File: config.mk
export PLATFORM = sky130hd
export DESIGN_NAME = cstp_queue
export DESIGN_NICKNAME = d
export VERILOG_FILES = /design/src/cstp_queue.sv
export SDC_FILE = /design/constraint.sdc
export NUM_CORES = 1
export LEC_CHECK = 0
export BUFFER_PORTS_ARGS = -buffer_cell sky130_fd_sc_hd__buf_2
export CAP_MARGIN = 30
export CORE_MARGIN = 1.5
export CORE_UTILIZATION = 52
export DETAILED_ROUTE_END_ITERATION = 8
export GPL_TIMING_DRIVEN = 0
export PLACE_DENSITY = 0.83
export REMOVE_ABC_BUFFERS = 1
export SETUP_SLACK_MARGIN = 0.3
export SYNTH_ARGS = -nofsm -noshare
export SYNTH_HDL_FRONTEND = slang
export SYNTH_SLANG_ARGS = --single-unit
File: constraint.sdc
create_clock -name clk -period 2.2 [get_ports clk]
set_input_delay 0.33 -clock clk [delete_from_list [all_inputs] [get_ports clk]]
set_output_delay 0.33 -clock clk [all_outputs]
set_load 0.02 [all_outputs]
File: src/cstp_queue.sv
// Short FIFO between the profiler front end and back end.
// No dependencies.
`timescale 1ns / 1ps

module cstp_queue #(
    parameter int WIDTH = 8,
    parameter int DEPTH = 2
) (
    input  logic             clk,
    input  logic             rst_n,
    input  logic             push,
    input  logic [WIDTH-1:0] push_data,
    output logic             full,
    input  logic             pop,
    output logic [WIDTH-1:0] pop_data,
    output logic             empty
);

    localparam int PW = $clog2(DEPTH);
    localparam int CW = $clog2(DEPTH + 1);

    logic [WIDTH-1:0] entry_reg [DEPTH];
    logic [PW-1:0]    wr_ptr_reg;
    logic [PW-1:0]    rd_ptr_reg;
    logic [CW-1:0]    count_reg;

    assign full     = (count_reg == CW'(DEPTH));
    assign empty    = (count_reg == '0);
    assign pop_data = entry_reg[rd_ptr_reg];

    always_ff @(posedge clk or negedge rst_n)
    begin
        if (!rst_n)
        begin
            wr_ptr_reg <= '0;
            rd_ptr_reg <= '0;
            count_reg  <= '0;
        end
        else
        begin
            if (push)
            begin
                wr_ptr_reg <= (wr_ptr_reg == PW'(DEPTH - 1)) ? '0 : wr_ptr_reg + PW'(1);
            end
            if (pop)
            begin
                rd_ptr_reg <= (rd_ptr_reg == PW'(DEPTH - 1)) ? '0 : rd_ptr_reg + PW'(1);
            end
            if (push && !pop)
            begin
                count_reg <= count_reg + CW'(1);
            end
            else if (pop && !push)
            begin
                count_reg <= count_reg - CW'(1);
            end
        end
    end

    always_ff @(posedge clk)
    begin
        if (push)
        begin
            entry_reg[wr_ptr_reg] <= push_data;
        end
    end

endmodule

Word level (Yosys, flattened, before mapping)
Memories as Yosys holds them, arrays and structs flattened. Cells that the tools add are included.

Register bits after elaboration: 4. Bits in latches: 0. Memory bits (writable): 16. Bits in read-only memories: 0. Input port bits: 12. Output and inout port bits: 10. Word-level logic and storage cells: 21. Memories: 1.

Memory list: entry_reg (depth 2, width 8, rd ports 1, clocked after memory_dff 0, write ports 1, RTL line 22) `logic [WIDTH-1:0] entry_reg [DEPTH];`.

Add/sub/neg operators: 4. $mul: 0. Divide/modulo/power cells: 0. Magnitude comparators: 0. Equality and inequality tests: 1. Shifts and indexed selects: 0. Muxes and demuxes: 6. Bitwise operators: 0. Reduce and logical (&&, ||, !) cells: 6.

Operators by type and width (number): $mux W1 (4); $mux W2 (2); $add A1 B1 Y1 const B (2); $add A2 B1 Y2 const B (1); $eq A2 B2 Y1 const B (1); $logic_and A1 B1 Y1 (2); $logic_not A1 Y1 (2); $logic_not A2 Y1 (1); $reduce_bool A2 Y1 (1); $sub A2 B1 Y2 const B (1).

Depth between registers and ports, before layout
Depth in word-level cells: 4. Gate-level depth with buffers: 5.

Least setup slack after synthesis
OpenSTA, ideal clock, no wires.

Path type: reg-to-reg. Start point: register wr_ptr_reg. End point: memory entry_reg[0][0] (enable). Setup time: 0.373 ns. Arrival time: 0.789 ns. Data required time: 1.827 ns. Setup slack: 1.038 ns. Cell stages (with the launch flop): 2. Path buffers: 0. Clock period less this slack: 1.162 ns. Cell sequence: dfrtp_1 > nor2b_1.

RTL lines: start: declaration (RTL line 23) `logic [PW-1:0] wr_ptr_reg;`; start signal: assignment (RTL line 43) `wr_ptr_reg <= (wr_ptr_reg == PW'(DEPTH - 1)) ? '0 : wr_ptr_reg + PW'(1);`; end: declaration (RTL line 22).

Straight into the memory's write port.

Final worst setup path
Start point: register rd_ptr_reg. End point: output pop_data[1].

Cells in the longest elaborated chain, start to end: 1.

Ends and longest elaborated chain: start: declaration (RTL line 24) `logic [PW-1:0] rd_ptr_reg;`; start signal: assignment (RTL line 47) `rd_ptr_reg <= (rd_ptr_reg == PW'(DEPTH - 1)) ? '0 : rd_ptr_reg + PW'(1);`; $mem_v2 Z2 W8; end: declaration (RTL line 15) `output logic [WIDTH-1:0] pop_data,`.

Every way passes these cells.

==> results.py <==
metrics = {
    "run_status": {
        "outcome": "completed",
    },
    "drt": {
        "num_vias": 410,
        "postRouteAntennaNets": 0,
        "drt_iter0_markers": 3,
        "avgViaCountPerCell": 5.06,
        "wirelength_um": 1190,
        "drc_errors": 0,
        "first_pass_iters": 2,
        "wl_per_cell_um": 14.7,
    },
    "global_routing": {
        "grt_max_degree": 12,
        "grt_pass1_vias": 455,
        "overflow": 0,
        "antenna_found_initial": 0,
        "track_usage_pct": 15.9,
        "grt_pass1_wl_um": 2000,
    },
    "finish": {
        "layout_commonest_cell": "buf_2",
        "drive_gt1_share_pct": 50.0,
        "area_growth_pct": 19.3,
        "fill_cells": 100,
        "largest_register_ffs": 16,
        "num_antenna_cells": 0,
        "nets": 80,
        "mostFrequentLayoutCells": "buf_2, edfxtp_1, mux2_2, xor2_1, dfrtp_1",
        "final_cell_area_um2": 920,
    },
    "clock_network": {
        "clk_latency_ns": 0.29,
        "path_clk_slew_ns": 0.10,
        "cts_setup_buffers": 0,
        "cts_buffers": 3,
        "cts.sinks": 20,
        "htree_levels": 1,
        "clockRootBuffer": "clkbuf_4",
        "clockBufferDepth": 2,
        "cts_tree": "built",
    },
    "worst_hold_path": {
        "hold_class": "input pin to flip-flop",
    },
    "critical_path": {
        "crit_fanout": 9,
        "cp_slowest_stage_delay_ns": 0.60,
        "start_kind": "flip-flop",
        "slowest_stage": "dfrtp_1",
        "crit_chain": "mux2_2 -> buf_2",
        "required_ns": 1.87,
        "reg2reg_slack_ns": 0.87,
        "crit_buf_inv": 1,
        "path_delay_family": "flip-flops",
        "end_kind": "primary output",
        "worst-setup-path-type": "flip-flop to primary output",
        "cp.arrival_ns": 1.43,
    },
    "power_and_ir_drop": {
        "totalPowerFinal_uw": 1140,
        "p_comb_share_pct": 33.2,
        "power_density_mw_per_mm2": 1240,
        "p_leak_uw": 0.000380,
        "p_switching_uw": 383,
        "cellInternalPower_uw": 753,
        "power_frac_clock_pct": 15.0,
        "seq_power_share_pct": 51.9,
        "ir_drop_v": 0.000714,
        "sw_frac_of_total_pct": 33.8,
    },
    "floorplan": {
        "fp.dieH_um": 41.5,
        "start_util_pct": 57.8,
        "fp-row-count": 13,
        "dieArea_mm2": 0.00172,
        "coreArea_mm2": 0.00133,
        "die_w_um": 41.5,
        "ios": 22,
    },
    "sta": {
        "fmax_ghz": 0.569,
        "hold_viol": 0,
        "rsz0062_at_grt": "no",
        "fin_setup_tns_ns": 0,
        "finalMaxSlewViolations": 0,
        "period_share_pct": 79.9,
        "fin_ws_ns": 0.442,
        "setup_viol": 0,
        "whs_ns": 0.225,
        "min_period_ns": 1.76,
        "tightest_slew_ns": 0.703,
        "finClkSkew_ns": 0.00442,
        "relSlewSlack_pct": 53.0,
    },
    "placed_design": {
        "pre_cts_slack_ns": 0.760,
        "port_buffers": 21,
        "placed_area_um2": 883,
        "gp_congestion": 0.636,
        "hpwl_um": 910,
    },
    "job": {
        "drv_cap": 0,
    },
    "logic_synthesis": {
        "yosys.area.top_type": "edfxtp_1",
        "netlist_top_cells_area": "edfxtp_1, dfrtp_1, mux2_2",
        "synth_seq_area_share_pct": 75.3,
        "ys_seq_elements": 20,
        "synth_top_area_share_pct": 62.3,
        "syn_area_um2": 771,
        "synthCells": 41,
        "avgSynthCellArea_um2": 18.8,
        "ys_warn_count": 0,
        "ys_types": 12,
    },
}
## stage by stage
step	cells	utilization, %
after floorplan	40	-
after global placement	76	66.2
after detailed placement	76	66.2
after CTS	81	68.9
after global routing	81	68.9
final	81	68.9
## power groups by stage
stage | clock [uW] | combinational [uW] | sequential (uW)
6_report | 170 | 377 | 589
5_1_grt | 189 | 407 | 601
4_1_cts | 174 | 384 | 591
3_5_place_dp | 0 | 378 | 600
3_3_place_gp | 0 | 365 | 590
2_1_floorplan | 0 | 270 | 575
## metal layers
| layer | up-vias | global-route usage (%) | wire length (um) |
|---|---|---|---|
| li1 | 197 | - | - |
| met1 | 201 | 18.1 | 470 |
| met2 | 12 | 29.7 | 673 |
| met3 | 0 | 2.61 | 51 |
| met4 | 0 | 5.81 | 0 |
| met5 | - | 0 | 0 |
## synthesized netlist by cell type
cell and instances:
edfxtp_1 16, inv_1 1, and2_1 1, nor2b_1 1
ha_1 1, xor2_1 4, mux2_2 8, xnor2_1 1
buf_6 1, and2b_2 1, nor2_1 2, dfrtp_1 4
## cells by family after synthesis
kind of cell | synth area share, %
xor+xnor | 5.68
fa+ha+maj | 1.62
buf+inv | 1.95
flops | 75.3
mux | 11.7
simple gates | 3.74
## final timing paths
check	cells past startpoint	start	to
max	2	rd_ptr_reg	pop_data[1]
min	1	push_data[4]	entry_reg[0][4]
max reg2reg	1	wr_ptr_reg	entry_reg[0][2]
min reg2reg	1	wr_ptr_reg	wr_ptr_reg
max in group asynchronous	2	rst_n	count_reg[1]
min in group asynchronous	2	rst_n	count_reg[0]
## layout make-up
class / instances / area, um2 / area share (%)
multi-input combinational: 19 / 175 / 19.0
sequential: 20 / 581 / 63.1
inverter: 1 / 3.75 / 0.408
clock buffer: 4 / 26.3 / 2.86
tap: 15 / 18.8 / 2.04
timing repair buffer: 22 / 115 / 12.5
## timing repair
item	in CTS	in global routing
hold buffers	1	0
hold endpoints to repair	4	0
resized for setup	0	0
Note: power is estimated with default switching activity, not from simulation.
